[config.mk]
export PLATFORM = sky130hd
export DESIGN_NAME = isbc_isqrt
export DESIGN_NICKNAME = d
export VERILOG_FILES = /design/src/design/isbc_pkg.sv /design/src/design/isbc_isqrt.sv
export SDC_FILE = /design/constraint.sdc
export NUM_CORES = 1
export LEC_CHECK = 0
export ABC_AREA = 1
export BUFFER_PORTS_ARGS = -buffer_cell sky130_fd_sc_hd__buf_4
export CAP_MARGIN = 15
export CORE_UTILIZATION = 60
export CTS_CLUSTER_DIAMETER = 200
export DETAILED_ROUTE_END_ITERATION = 8
export PLACE_DENSITY = 0.82
export SETUP_SLACK_MARGIN = 0.4
export SLEW_MARGIN = 25
export SYNTH_ARGS = -nofsm -noshare
export SYNTH_HDL_FRONTEND = slang
export SYNTH_SLANG_ARGS = --single-unit
export TNS_END_PERCENT = 50
[constraint.sdc]
create_clock -name clk -period 7.82 [get_ports clk]
set_clock_uncertainty 0.15 [all_clocks]
set_input_delay 0 -clock clk [delete_from_list [all_inputs] [get_ports clk]]
set_output_delay 0 -clock clk [all_outputs]
set_load 0.005 [all_outputs]
[src/design/isbc_pkg.sv]
// Package for the IMU still-bias calibrator: widths, codes, FSM states,
// lane control struct, output saturation helpers and a magnitude helper. No dependencies.
`default_nettype none
package isbc_pkg;

  localparam int AXW   = 24;  // sensor axis sample
  localparam int NRMW  = 24;  // accel norm
  localparam int SQW   = 48;  // sum of squares
  localparam int LVW   = 25;  // lane value, signed
  localparam int SUMW  = 38;  // lane sum, signed
  localparam int SPRW  = 26;  // lane spread
  localparam int CNTW  = 14;  // sample counters
  localparam int LIMW  = 23;  // config limits
  localparam int DVDW  = 43;  // divider dividend
  localparam int DVSW  = 31;  // divider divisor
  localparam int BIASW = 20;
  localparam int MNW   = 20;
  localparam int SCW   = 18;
  localparam int TMPW  = 12;
  localparam int FRAC_BITS = 16;

  localparam logic [CNTW-1:0]       MAX_SAMPLES  = CNTW'(8192);
  localparam logic [CNTW-1:0]       SPR_RESET    = CNTW'(6000);
  localparam logic [SCW-1:0]        QONE         = SCW'(1 << FRAC_BITS);
  localparam logic signed [LVW-1:0] Q_GRAVITY    = LVW'((98 * (1 << FRAC_BITS) + 5) / 10);
  localparam logic signed [TMPW-1:0] DEFAULT_TEMP = TMPW'(320);
  localparam logic [DVDW-1:0]       SCALE_NUM    = DVDW'(981) << (2 * FRAC_BITS);
  localparam logic [NRMW+3:0]       TINY_NORM10  = (NRMW+4)'(1 << FRAC_BITS);

  typedef enum logic [2:0] {
    ST_ACCEPT = 3'd0,
    ST_REJECT = 3'd1,
    ST_MOTION = 3'd2,
    ST_RETRY  = 3'd3,
    ST_DONE   = 3'd4,
    ST_EMPTY  = 3'd5
  } status_t;

  typedef enum logic [2:0] {
    REG_SPR  = 3'd0,
    REG_NLO  = 3'd1,
    REG_NHI  = 3'd2,
    REG_GABS = 3'd3,
    REG_NSPR = 3'd4,
    REG_GSPR = 3'd5,
    REG_GTOL = 3'd6,
    REG_OFS  = 3'd7
  } cfg_idx_t;

  typedef enum logic [3:0] {
    S_IDLE,
    S_SQ,
    S_ADD,
    S_SQRT,
    S_CHK,
    S_MOT,
    S_LIMIT,
    S_DSTART,
    S_DWAIT,
    S_SCALE,
    S_FINAL,
    S_EMIT
  } state_t;

  typedef struct packed {
    logic upd;
    logic first;
    logic clr_sum;
    logic clr_spread;
  } lane_ctl_t;

  function automatic logic signed [BIASW-1:0] sat_bias(input logic signed [LVW-1:0] v);
    logic signed [LVW-1:0] hi;
    logic signed [LVW-1:0] lo;
    hi = LVW'((1 << (BIASW - 1)) - 1);
    lo = -LVW'(1 << (BIASW - 1));
    if (v > hi) return hi[BIASW-1:0];
    else if (v < lo) return lo[BIASW-1:0];
    else return v[BIASW-1:0];
  endfunction

  function automatic logic [MNW-1:0] sat_norm(input logic [NRMW-1:0] v);
    if (v > NRMW'((1 << MNW) - 1)) return {MNW{1'b1}};
    else return v[MNW-1:0];
  endfunction

  function automatic logic [SCW-1:0] sat_scale(input logic [DVDW-1:0] v);
    if (v > DVDW'((1 << SCW) - 1)) return {SCW{1'b1}};
    else return v[SCW-1:0];
  endfunction

  function automatic logic [AXW-1:0] mag24(input logic signed [AXW-1:0] v);
    if (v[AXW-1]) return ~v + AXW'(1);
    else return v;
  endfunction

endpackage
`default_nettype wire

[src/design/isbc_isqrt.sv]
// Bit-serial floor integer square root, one result bit per cycle.
// Depends on isbc_pkg.
`default_nettype none
module isbc_isqrt
  import isbc_pkg::*;
(
  input  wire logic            clk,
  input  wire logic            rst_n,
  input  wire logic            start,
  input  wire logic [SQW-1:0]  radicand,
  output logic                 done,
  output logic [NRMW-1:0]      root
);

  logic [SQW-1:0]  x_r;
  logic [NRMW+2:0] rem_r;
  logic [NRMW-1:0] root_r;
  logic [4:0]      cnt_r;
  logic            run_r;
  logic            done_r;
  logic [NRMW+2:0] rem_sh;
  logic [NRMW+2:0] trial;

  assign rem_sh = {rem_r[NRMW:0], x_r[SQW-1:SQW-2]};
  assign trial  = {1'b0, root_r, 2'b01};

  always_ff @(posedge clk) begin
    if (!rst_n) begin
      run_r  <= 1'b0;
      done_r <= 1'b0;
      cnt_r  <= '0;
    end else begin
      done_r <= 1'b0;
      if (start) begin
        run_r <= 1'b1;
        cnt_r <= 5'(NRMW - 1);
      end else if (run_r) begin
        if (cnt_r == '0) begin
          run_r  <= 1'b0;
          done_r <= 1'b1;
        end
        cnt_r <= cnt_r - 5'd1;
      end
    end
  end

  always_ff @(posedge clk) begin
    if (start) begin
      x_r    <= radicand;
      rem_r  <= '0;
      root_r <= '0;
    end else if (run_r) begin
      x_r <= {x_r[SQW-3:0], 2'b00};
      if (rem_sh >= trial) begin
        rem_r  <= rem_sh - trial;
        root_r <= {root_r[NRMW-2:0], 1'b1};
      end else begin
        rem_r  <= rem_sh;
        root_r <= {root_r[NRMW-2:0], 1'b0};
      end
    end
  end

  assign done = done_r;
  assign root = root_r;

endmodule
`default_nettype wire

# [Word level (Yosys, flattened, before mapping)]
# Index checks and enable logic that the tools add are counted.
# Widths: inputs -> output; s select.
[totals] word_cells=26 in_bits=51 register_bits=104 output_inout_bits=25
[op_classes] n_mux=10 n_reduce_logical=4 add_sub_neg=2 n_bitwise=2 order_cmp=1
[op_table] cell="$mux 48" count=2
[op_table] cell="$ge 27x26->1" count=1
[op_table] cell="$mux 25" count=1
[op_table] cell="$sub 25x25->25" count=1
[op_table] cell="$mux 5" count=2
[op_table] cell="$logic_not 5->1" count=1
[op_table] cell="$mux 1" count=5
[op_table] cell="$sub 5x1->5 const B" count=1
[op_table] cell="$reduce_or 3->1" count=1
[op_table] cell="$not 1->1" count=2
[op_table] cell="$reduce_bool 2->1" count=1
[op_table] cell="$reduce_or 2->1" count=1

# [Logic depth before layout (Yosys ltp)]
# Gate-level depths: netlist of the first run.
[logic_depth] ltp_word=4 depth_mapped=17 mapped_depth_nobuf=16

# [Worst setup path after synthesis of the first run]
# Ideal clock, no wire load.
[synth_timing] path_kind="reg2reg" start="register run_r" end="register x_r[0], enable pin" n_path_buf=2 required_ps=7239 synth_period_minus_slack_ps=2719 setup_time_ps=431 path_stages_with_launch=5 slack_ps=5101 arrival_time_ps=2138 path_cell_list="dfxtp_1 buf_2 nor2_1 inv_2 clkbuf_1"
[synth_via] elab_chain_len=1
[synth_lines] element="start: declaration" line_no="isbc_isqrt.sv:19" source="logic run_r;"
[synth_lines] element="start signal: assignment" line_no="isbc_isqrt.sv:29" source="run_r <= 1'b0;"
[synth_lines] element="start signal: assignment" line_no="isbc_isqrt.sv:35" source="run_r <= 1'b1;"
[synth_lines] element="start signal: assignment" line_no="isbc_isqrt.sv:39" source="run_r <= 1'b0;"
[synth_lines] element="$reduce_bool 2->1 (no source line)"
[synth_lines] element="end signal: assignment" line_no="isbc_isqrt.sv:49" source="x_r <= radicand;"
[synth_lines] element="end signal: assignment" line_no="isbc_isqrt.sv:53" source="x_r <= {x_r[SQW-3:0], 2'b00};"
[synth_lines] element="end: declaration" line_no="isbc_isqrt.sv:15" source="logic [SQW-1:0] x_r;"
# Every way passes these cells.
# A chain may end at the register's enable or synchronous reset.

==> summary.txt, run 1 <==
Clock tree
  – CTS Root Cell: clkbuf_8
  – CTS tree: done
  – Clock sinks: about 100
  – Clock Path Buffers: 2
  – Reg clk slew, reported paths: ~100 ps
  – H-tree level count: 3
  – CTS Buf Count: 9
  – Post-cts resize count: 0
  – Later-pin clock latency in the skew report: around 400 ps

Drt
  – Initial DRC count: roughly 250
  – DR vias: between 5000 and 6000
  – ANT nets after route: 0
  – # DRC: 0
  – First-pass DRT Iterations: 5
  – Avg WL per Cell: approximately 14 um
  – Final wirelength: around 16 mm
  – Vias per cell: between 5 and 6

Cells and area
  – Layout cells sized above 1: about 14%
  – Register Area: 2562 um2
  – Area Growth Syn to Fin: 21.18%
  – Footprint of the multi-input gates: 2940 um2
  – Final net count: between 1000 and 1500
  – # fillers: between 700 and 800
  – Antenna Cells: 0

Global route
  – Grt total ovfl: 0
  – Initial antenna violation count: 0
  – Largest net degree at the start of global routing: 58
  – GRT Overall Usage: between 30% and 40%
  – First-pass GRT wire length: 24.79 mm
  – Number of global-route vias before repair: 5440

Synth
  – Ys Warns: 0
  – Gate Count Post-Synth: between 800 and 900
  – Post-Syn Area: just over 6000 um2
  – Number of synthesized flops with an enable pin: between 40 and 50
  – Avg Inst Size Synth: approximately 7.2 um2
  – Sequential area share after synthesis: between 40 and 50%
  – Post-synth ARST share: 0%
  – Syn nets: between 900 and 1000
  – Cell variety after synth: 39
  – Leading area contributor after synthesis: edfxtp_1
  – Synth area leaders: edfxtp_1, nand2_1, dfxtp_1
  – Ys flop type: dfxtp_1
  – Area share of the largest cell type after synthesis: a little under a quarter
  – Flop and latch count out of synthesis: ~100

Timing
  – Final Hold Viols: 0
  – Rel. slew slack: 35.30%
  – Hold Slack: between 200 and 300 ps
  – Actual transition at the worst max-transition pin: between 900 and 1000 ps
  – Unrepaired setup endpoints after global routing: no
  – Peak Freq: 336.9 MHz
  – Setup TNS: 0 ps
  – Min Clock Period, post-route: 2969 ps
  – Final Cycle Share: 37.96%
  – Final setup fails: 0
  – Final slew viol count: 0

Placement
  – HPWL Detailed: about 10 mm
  – Port Buffer Count: 75
  – Final GP Congestion: 0.9680

Setup path
  – CP Data Arrival Time: 3160 ps
  – CP startpoint: run_r
  – CP endpoint kind: flip-flop
  – Critical path type: reg2reg
  – Crit start category: flip-flop
  – Delay-heaviest family, CP: simple AND/OR/NAND/NOR gates
  – Required @ worst endpoint: roughly 8000 ps
  – Worst-path fanout max: 32
  – R2r startpoint: run_r
  – Slowest stage delay, CP: between 800 and 900 ps
  – Critical path buffers and inverters: 2
  – Slowest-stage cell, CP: nor2_1
  – Crit path cell chain: inv_1, nor2_1, inv_2, a21oi_1, o21ai_1, nand2_1

Die
  – Die area: about 11000 um2
  – Starting density of the core: between 60 and 70%
  – Die span in y: roughly 100 um
  – CORE AREA: 9819 um2
  – Die X-Extent: between 100 and 150 um
  – Row count: 36
  – Num ports: 76

Min path
  – Hold path start: radicand[39]
  – Hold/Removal Path Class: in2reg

Job
  – Max_cap viols: 0

Power
  – Peak VDD IR: roughly 0.21 mV
  – Pwr Density: 390.7 nW/um2
  – P_leak: between 3 and 4 nW

Status
  – Run status: complete, no violations
## final timing paths
kind                             endpoint  slack, ps  depth (start not counted)
worst max register to register   rem_r[8]       4850                          6
worst min register to register  rem_r[23]        320                          2
worst min-delay path              x_r[39]        260                          4
worst max-delay path             rem_r[8]       4850                          6
## synthesized netlist by cell type (5+ instances only)
master,n
nand4_1,13
inv_1,107
ha_1,28
xnor2_1,11
o21ai_1,7
edfxtp_1,48
dfxtp_1,56
nand2_1,337
nand3_1,44
o22ai_1,23
o21ai_0,7
nor2_2,5
clkbuf_1,19
buf_2,5
nor2_1,43
inv_2,11
or2_2,6
nor3_1,6
a21oi_1,26
## cell families (layout without fill, tap and decap cells)
| kind of cell | after synthesis | in the layout | share of synthesized area [%] |
|---|---|---|---|
| and+or+nand+nor | 471 | 471 | 32.93 |
| buffers and inverters | 146 | 263 | 9.543 |
| DFF | 104 | 104 | 42.12 |
| AOI/OAI and AO/OA | 81 | 81 | 7.918 |
| adders and majority gates | 28 | 28 | 5.759 |
| xor gates and xnor gates | 12 | 12 | 1.728 |
## state kept, by name (all words and copies together), names as in the netlist
signal  cells
run_r       1
cnt_r       5
done        1
rem_r      25
root       24
x_r        48
## cell type report
cell class / instances / share of cell area (%)
Multi-Input combinational cell: 592 / 39.88
Tap cell: 133 / 2.257
Clock inverter: 6 / 0.5771
Sequential cell: 104 / 34.76
Timing Repair Buffer: 128 / 14.73
Inverter: 119 / 6.059
Clock buffer: 10 / 1.731
## metal layers
metal,vias to the layer above,track usage [%],share of wire [%]
met5,-,0,0
met4,0,13.30,2.9
met3,48,8.203,6.6
met2,203,52.56,50
met1,2625,37.17,41
li1,2902,-,-
## power breakdown
group | switching (mW) | internal, mW | total, mW
Sequential | 0.0572 | 0.652 | 0.709
Combinational | 1.20 | 0.653 | 1.86
Clock | 0.196 | 0.117 | 0.313
## timing repair
item | in CTS | in global routing
setup buffers | 0 | 0
hold buffers | 50 | 0
hold endpoints to repair | 57 | 0
## worst min-delay path: stages
cell and delay (ps):
dlygate4sd3_1 520, buf_4 90, nand2_1 40, nand2_1 50
## per-stage QoR
stage / utilization (%) / instances / power [mW] / worst slack [ps] / cell area, um2
6_report: 75.08 / 1092 / 2.880 / 4851 / 7372
5_1_grt: 75.08 / 1092 / 3.141 / 4559 / 7372
4_1_cts: 75.08 / 1092 / 2.850 / 4537 / 7372
3_5_place_dp: 68.25 / 1026 / 2.515 / 4544 / 6701
3_3_place_gp: 68.25 / 1026 / 2.485 / 4723 / 6701
2_1_floorplan: - / 842 / 2.219 / 5101 / 6083
## layout by cell type, fill, tap and decap left out, drive strengths merged, types with 4 or more instances in the layout
cell	Yosys	layout
buf	8	78
a21oi	29	29
clkbuf	19	10
nor2	50	50
o22ai	23	23
o21ai	14	14
nand2	342	342
or2	6	6
dfxtp	56	56
ha	28	28
xnor2	11	11
nand4	14	14
o211ai	4	4
nand3	50	50
nor3	7	7
inv	118	120
edfxtp	48	48
dlygate4sd3	0	50
clkinv	1	4
o21bai	4	4
Note: power is estimated with default switching activity, not from simulation.
==> run 2: changes to the inputs <==
--- a/config.mk
+++ b/config.mk
@@ -5,13 +5,13 @@
 export SDC_FILE = /design/constraint.sdc
 export NUM_CORES = 1
 export LEC_CHECK = 0
-export ABC_AREA = 1
+export ABC_AREA = 0
 export BUFFER_PORTS_ARGS = -buffer_cell sky130_fd_sc_hd__buf_4
 export CAP_MARGIN = 15
-export CORE_UTILIZATION = 60
+export CORE_UTILIZATION = 53
 export CTS_CLUSTER_DIAMETER = 200
 export DETAILED_ROUTE_END_ITERATION = 8
-export PLACE_DENSITY = 0.82
+export PLACE_DENSITY = 0.77
 export SETUP_SLACK_MARGIN = 0.4
 export SLEW_MARGIN = 25
 export SYNTH_ARGS = -nofsm -noshare
==> constraint.sdc (replaced) <==
create_clock -name clk -period 2.55 [get_ports clk]
set_clock_uncertainty 0.15 [all_clocks]
set_input_delay 0 -clock clk [delete_from_list [all_inputs] [get_ports clk]]
set_output_delay 0 -clock clk [all_outputs]
set_load 0.005 [all_outputs]
==> summary.txt, run 2 <==
Timing
  – Setup TNS: -226.5 ps (-226.5 ps)
  – Min Clock Period, post-route: 2609 ps (-359.3 ps)
  – Final setup fails: 9 (+9)
  – Final Cycle Share: 102.3% (+64 points)
  – Rel. slew slack: 59.06% (+24 points)
  – Final worst slack: -59.30 ps (-4911 ps)
  – Actual transition at the worst max-transition pin: 614.0 ps (-353.0 ps)
  – Final Hold Viols: 0 (unchanged)
  – Peak Freq: 383.2 MHz (+14%)
  – Final slew viol count: 0 (unchanged)
  – Unrepaired setup endpoints after global routing: yes

Synth
  – Leading area contributor after synthesis: edfxtp_1
  – Post-Syn Area: 5757 um2 (-5.4%)
  – Commonest cells post-synth: nor2_1, dfxtp_1, edfxtp_1
  – Syn nets: 650 (-29%)
  – Sequential area share after synthesis: 44.51% (+2.4 points)
  – Area share of the largest cell type after synthesis: 25.04% (+1.3 points)
  – Ys flop type: dfxtp_1
  – Gate Count Post-Synth: 571 (-32%)
  – Post-synth ARST share: 0% (unchanged)
  – Ys Warns: 0 (unchanged)
  – Synth area leaders: edfxtp_1, dfxtp_1, mux2_2
  – Count leader, synth: nor2_1
  – Avg Inst Size Synth: 10.08 um2 (+40%)
  – Number of synthesized flops with an enable pin: 48 (unchanged)
  – Cell variety after synth: 55 (+41%)
  – Flop and latch count out of synthesis: 104 (unchanged)

Clock tree
  – Later-pin clock latency in the skew report: 390 ps (about the same)
  – H-tree level count: 3 (unchanged)
  – Reg clk slew, reported paths: 100 ps (about the same)
  – Clock Path Buffers: 2 (unchanged)
  – CTS Buf Count: 9 (unchanged)
  – CTS tree: done
  – CTS Root Cell: clkbuf_8
  – Clock sinks: 104 (unchanged)

Placement
  – Port Buffer Count: 75 (unchanged)
  – Final GP Congestion: 0.8998 (-7.0%)
  – HPWL Detailed: 9.270 mm (-10%)

Setup path
  – CP endpoint kind: flip-flop
  – Critical path type: reg2reg
  – Critical path buffers and inverters: 2 (unchanged)
  – Crit path cell chain: inv_2, ha_4, nand2_2, or3_4, o41ai_4, a21bo_2, or3_4, buf_6, mux2i_1, a211oi_1
  – Slowest-stage cell, CP: or3_4
  – Top cell by count, worst path: or3_4
  – Required @ worst endpoint: 2660 ps (-5350 ps)
  – Worst-path fanout max: 5 (-84%)
  – Crit start category: flip-flop
  – CP Data Arrival Time: 2720 ps (-440 ps)
  – Slowest stage delay, CP: 380 ps (-440 ps)
  – Delay-heaviest family, CP: compound AO/OA/AOI/OAI gates

Global route
  – Largest net degree at the start of global routing: 99 (+71%)
  – GRT Overall Usage: 29.13% (-1.9 points)
  – Initial antenna violation count: 0 (unchanged)
  – Grt total ovfl: 0 (unchanged)
  – Number of global-route vias before repair: 5244 (-3.6%)
  – First-pass GRT wire length: 25.40 mm (+2.4%)

Power
  – Pwr Density: 800.3 nW/um2 (+100%)
  – P_leak: 3.387 nW (-11%)
  – Pwr Total: 6.603 mW (+130%)
  – Peak VDD IR: 0.5964 mV (+190%)

Drt
  – DR vias: 5131 (-11%)
  – Avg WL per Cell: 17.93 um (+26%)
  – Initial DRC count: 291 (+18%)
  – First-pass DRT Iterations: 5 (unchanged)
  – Final wirelength: 16.35 mm (+5.4%)
  – Vias per cell: 5.626 (+6.3%)
  – # DRC: 0 (unchanged)
  – ANT nets after route: 0 (unchanged)

Die
  – Row count: 37 (+2.8%)
  – Starting density of the core: 55.27% (-6.7 points)
  – Die area: 11280 um2 (+7.0%)
  – Die X-Extent: 106.2 um (+3.4%)
  – CORE AREA: 10420 um2 (+6.1%)
  – Num ports: 76 (unchanged)
  – Die span in y: 106.2 um (+3.4%)

Status
  – Run status: finished, violations left
  – Failing checks: negative setup slack

Cells and area
  – Top reg by flops: x_r
  – Flip-flop count of the largest register after layout: 48 (unchanged)
  – Footprint of the multi-input gates: 3391 um2 (+15%)
  – Area Growth Syn to Fin: 43.32%
  – Register Area: 2595 um2 (+1.3%)
  – Commonest non-fill, non-tap cell in the layout: buf_4
  – Layout cells sized above 1: 43.69% (+30 points)
  – # fillers: 630 (-14%)
  – Most frequent cells in the layout: buf_4, nor2_1, dlygate4sd3_1, edfxtp_1, mux2_2
  – Antenna Cells: 0 (unchanged)
  – Final net count: 850 (-18%)

Min path
  – Hold/Removal Path Class: in2reg

Job
  – Max_cap viols: 0 (unchanged)
==> run 2: worst paths after layout <==
check                           depth (start not counted)        start         to  slack, ps
worst min register to register                          2     rem_r[8]   rem_r[8]        330
worst max register to register                         10      root[0]  rem_r[14]        -60
worst min-delay path                                    3  radicand[0]     x_r[0]        300
worst max-delay path                                   10      root[0]  rem_r[14]        -60
==> run 2: cell families (layout without fill, tap and decap cells) <==
family	after synthesis	after routing	share of synthesized area, %
buf+inv	59	264	4.281
compound gates	115	115	14.39
simple gates	168	168	13.39
mux	73	73	13.69
fa+ha+maj	28	28	6.086
xor+xnor	24	24	3.652
flops	104	104	44.51
==> run 2: area by class of cell <==
class	instances	area share, %
Clock buffer	11	1.714
Clock inverter	5	0.4853
Sequential cell	104	31.45
Tap cell	136	2.062
Timing Repair Buffer	217	21.73
Inverter	31	1.456
Multi-Input combinational cell	408	41.10
==> run 2: per-stage QoR <==
| step | hold slack (ps) | util [%] | worst slack, ps | instances | area (um2) |
|---|---|---|---|---|---|
| 5_1_grt | 297.4 | 79.21 | -145.6 | 912 | 8250 |
| 6_report | 296.2 | 79.21 | -59.30 | 912 | 8250 |
| 2_1_floorplan | 47.35 | - | 16.17 | 571 | 6007 |
| 3_3_place_gp | 137.4 | 68.66 | -13.75 | 830 | 7152 |
| 3_5_place_dp | 144.4 | 68.66 | -144.1 | 830 | 7152 |
| 4_1_cts | 285.1 | 77.26 | 4.764 | 906 | 8048 |
==> run 2: what timing repair did <==
action,in CTS,in global routing
gates cloned,2,0
setup buffers,8,6
pin swaps,17,15
hold buffers,50,0
gates resized for setup,32,48
endpoints found under the hold margin,61,0
endpoints found under the setup margin,26,26
==> run 2: worst register-to-register path, stage by stage, from the launching register on <==
cell and delay, ps:
dfxtp_2 370, inv_2 50, ha_4 280, nand2_2 50
or3_4 380, o41ai_4 340, a21bo_2 220, or3_4 170
buf_6 130, mux2i_1 230, a211oi_1 110
==> run 2: power by group <==
part           internal [mW]  switching [mW]
Sequential              1.94           0.132
Clock                  0.392           0.619
Combinational           1.73            1.79
==> run 2: routing by layer <==
metal	part of all wire, %	vias up	track usage [%]
li1	-	2446	-
met2	53	188	52.18
met1	41	2457	33.12
met5	0	-	0
met4	2.6	0	14.19
met3	4.4	40	5.457
==> run 3: changes to the inputs <==
--- a/config.mk
+++ b/config.mk
@@ -8,10 +8,10 @@
 export ABC_AREA = 0
 export BUFFER_PORTS_ARGS = -buffer_cell sky130_fd_sc_hd__buf_4
 export CAP_MARGIN = 15
-export CORE_UTILIZATION = 53
+export CORE_UTILIZATION = 58
 export CTS_CLUSTER_DIAMETER = 200
 export DETAILED_ROUTE_END_ITERATION = 8
-export PLACE_DENSITY = 0.77
+export PLACE_DENSITY = 0.8
 export SETUP_SLACK_MARGIN = 0.4
 export SLEW_MARGIN = 25
 export SYNTH_ARGS = -nofsm -noshare
==> constraint.sdc (replaced) <==
create_clock -name clk -period 2.5 [get_ports clk]
set_clock_uncertainty 0.15 [all_clocks]
set_input_delay 0 -clock clk [delete_from_list [all_inputs] [get_ports clk]]
set_output_delay 0 -clock clk [all_outputs]
set_load 0.005 [all_outputs]
==> summary.txt, run 3 (synthesis results as in run 2) <==
Status
  – Run status: finished, violations left
  – Failing checks: negative setup slack

Clock tree
  – Clock Path Buffers: 2 (unchanged)
  – CTS Buf Count: 9 (unchanged)
  – Reg clk slew, reported paths: 120 ps (+20 ps)
  – Later-pin clock latency in the skew report: 410 ps (+20 ps)
  – CTS Root Cell: clkbuf_8
  – Clock sinks: 104 (unchanged)
  – H-tree level count: 3 (unchanged)
  – CTS tree: done

Cells and area
  – Register Area: 2589 um2 (-0.24%)
  – Finished Layout Cells: 927 (+1.6%)
  – Commonest non-fill, non-tap cell in the layout: buf_4
  – Flip-flop count of the largest register after layout: 48 (unchanged)
  – Core Util, Final: 90.05% (+11 points)
  – Footprint of the multi-input gates: 3427 um2 (+1.1%)
  – Layout cells sized above 1: 45.80% (+2.1 points)
  – Design area: 8478 um2 (+2.8%)
  – Top reg by flops: x_r
  – Final net count: 871 (+2.5%)
  – Area Growth Syn to Fin: 47.27%
  – Most frequent cells in the layout: buf_4, nor2_1, dlygate4sd3_1, edfxtp_1, mux2_2
  – # fillers: 347 (-45%)

Placement
  – Final GP Congestion: 0.9578 (+6.4%)
  – Placed cells: 841 (+1.3%)
  – DP Area: 7291 um2 (+1.9%)
  – Port Buffer Count: 75 (unchanged)
  – HPWL Detailed: 9.419 mm (+1.6%)

Timing
  – Final Cycle Share: 139.8% (+37 points)
  – Actual transition at the worst max-transition pin: 955.5 ps (+341.5 ps)
  – Final setup fails: 26 (+17)
  – Unrepaired setup endpoints after global routing: yes
  – Final slew viol count: 0 (unchanged)
  – Final Hold Viols: 0 (unchanged)
  – Setup TNS: -18770 ps (-18540 ps)
  – Final worst slack: -995.0 ps (-935.7 ps)
  – Rel. slew slack: 35.81% (-23 points)
  – Min Clock Period, post-route: 3495 ps (+885.7 ps)
  – Peak Freq: 286.1 MHz (-25%)

Global route
  – GRT Overall Usage: 36.87% (+7.7 points)
  – Grt total ovfl: 0 (unchanged)
  – Largest net degree at the start of global routing: 99 (unchanged)
  – Number of global-route vias before repair: 5634 (+7.4%)
  – Initial antenna violation count: 1 (+1)
  – First-pass GRT wire length: 28.81 mm (+13%)

Setup path
  – Critical path type: reg2reg
  – Crit path cell chain: ha_4, nor3_1, o21bai_2, o21ai_2, a21oi_2, or4_1, o211ai_1, o21ai_1, nor2_1
  – CP endpoint kind: flip-flop
  – Slowest-stage cell, CP: nor3_1
  – Crit start category: flip-flop
  – Required @ worst endpoint: 2660 ps (about the same)
  – Delay-heaviest family, CP: simple AND/OR/NAND/NOR gates
  – CP Data Arrival Time: 3660 ps (+940 ps)
  – Slowest stage delay, CP: 780 ps (+400 ps)
  – Critical path buffers and inverters: 0 (-2)
  – Worst-path fanout max: 5 (unchanged)

Power
  – Sequential power share: 27.6% (-3.8 points)
  – Share of total power in the clock network: 14.3% (-1.0 points)
  – Comb power frac: 58.1% (+4.8 points)
  – Switch Pwr: 3.354 mW (+32%)
  – Peak VDD IR: 0.5343 mV (-10%)
  – Pint: 4.403 mW (+8.5%)
  – Pwr Density: 914.9 nW/um2 (+14%)
  – P_leak: 3.520 nW (+3.9%)
  – Switch share: 43.24% (+4.7 points)
  – Pwr Total: 7.757 mW (+17%)

Die
  – Num ports: 76 (unchanged)
  – CORE AREA: 9415 um2 (-9.6%)
  – Die X-Extent: 101.6 um (-4.3%)
  – Starting density of the core: 61.14% (+5.9 points)
  – Die span in y: 101.6 um (-4.3%)
  – Row count: 35 (-5.4%)
  – Die area: 10330 um2 (-8.5%)

Drt
  – Initial DRC count: 724 (+150%)
  – Final wirelength: 24.04 mm (+47%)
  – DR vias: 6178 (+20%)
  – First-pass DRT Iterations: 8 (+3)
  – # DRC: 0 (unchanged)
  – Avg WL per Cell: 25.93 um (+45%)
  – Vias per cell: 6.665 (+18%)
  – ANT nets after route: 0 (unchanged)

Job
  – Max_cap viols: 0 (unchanged)

Min path
  – Hold/Removal Path Class: in2reg
==> run 3: path summary, 6_finish.rpt <==
| path | endpoint | slack [ps] | start | cells after the start |
|---|---|---|---|---|
| setup reg to reg | rem_r[1] | -1000 | rem_r[0] | 9 |
| hold / removal | x_r[1] | 280 | radicand[1] | 3 |
| hold reg to reg | rem_r[2] | 380 | rem_r[2] | 2 |
| setup / recovery | rem_r[1] | -1000 | rem_r[0] | 9 |
==> run 3: worst register-to-register path, cell delays in order (launching register included) <==
cell and delay [ps]:
dfxtp_1 410, ha_4 220, nor3_1 780, o21bai_2 200
o21ai_2 300, a21oi_2 150, or4_1 500, o211ai_1 210
o21ai_1 260, nor2_1 220
==> run 3: repair_timing <==
item                                    in CTS  in global routing
hold endpoints to repair                    61                  0
cloned                                       0                  1
endpoints found under the setup margin      26                 26
hold buffers                                50                  0
resized for setup                           27                 55
buffers inserted                             0                 18
pin swaps                                    4                 27
==> run 3: final cells by class <==
class	count	area share, %
Multi-Input combinational cell	408	40.42
Sequential cell	104	30.53
Timing Repair Buffer	238	23.45
Tap cell	129	1.904
Clock buffer	9	1.461
Inverter	31	1.417
Clock inverter	7	0.7822
Antenna cell	1	0.02952
==> run 3: metal layers <==
layer  part of all wire [%]  global-route usage [%]  wire [um]  vias to the layer above
met5                      0                       0          0                        -
met4                    9.8                   19.84       2367                        0
met3                     12                   7.246       2782                      242
met2                     45                   63.10      10870                      594
met1                     33                   43.69       8013                     2848
li1                       -                       -          -                     2494
==> run 3: power groups by stage <==
stage	clock [mW]	combinational [mW]	sequential (mW)
6_report	1.11	4.51	2.14
4_1_cts	1.06	3.21	2.08
5_1_grt	1.18	4.61	2.15
3_5_place_dp	0	2.99	2.11
2_1_floorplan	0	2.12	2.09
3_3_place_gp	0	2.91	2.10
==> run 3: through the flow <==
step                      hold WS (ps)  setup slack [ps]
after CTS                        290.2            -55.88
after global routing             266.8            -846.9
after detailed placement         145.4            -134.3
final                            282.1            -995.0
after global placement           134.8            -61.95
after floorplan                  47.35            -33.83
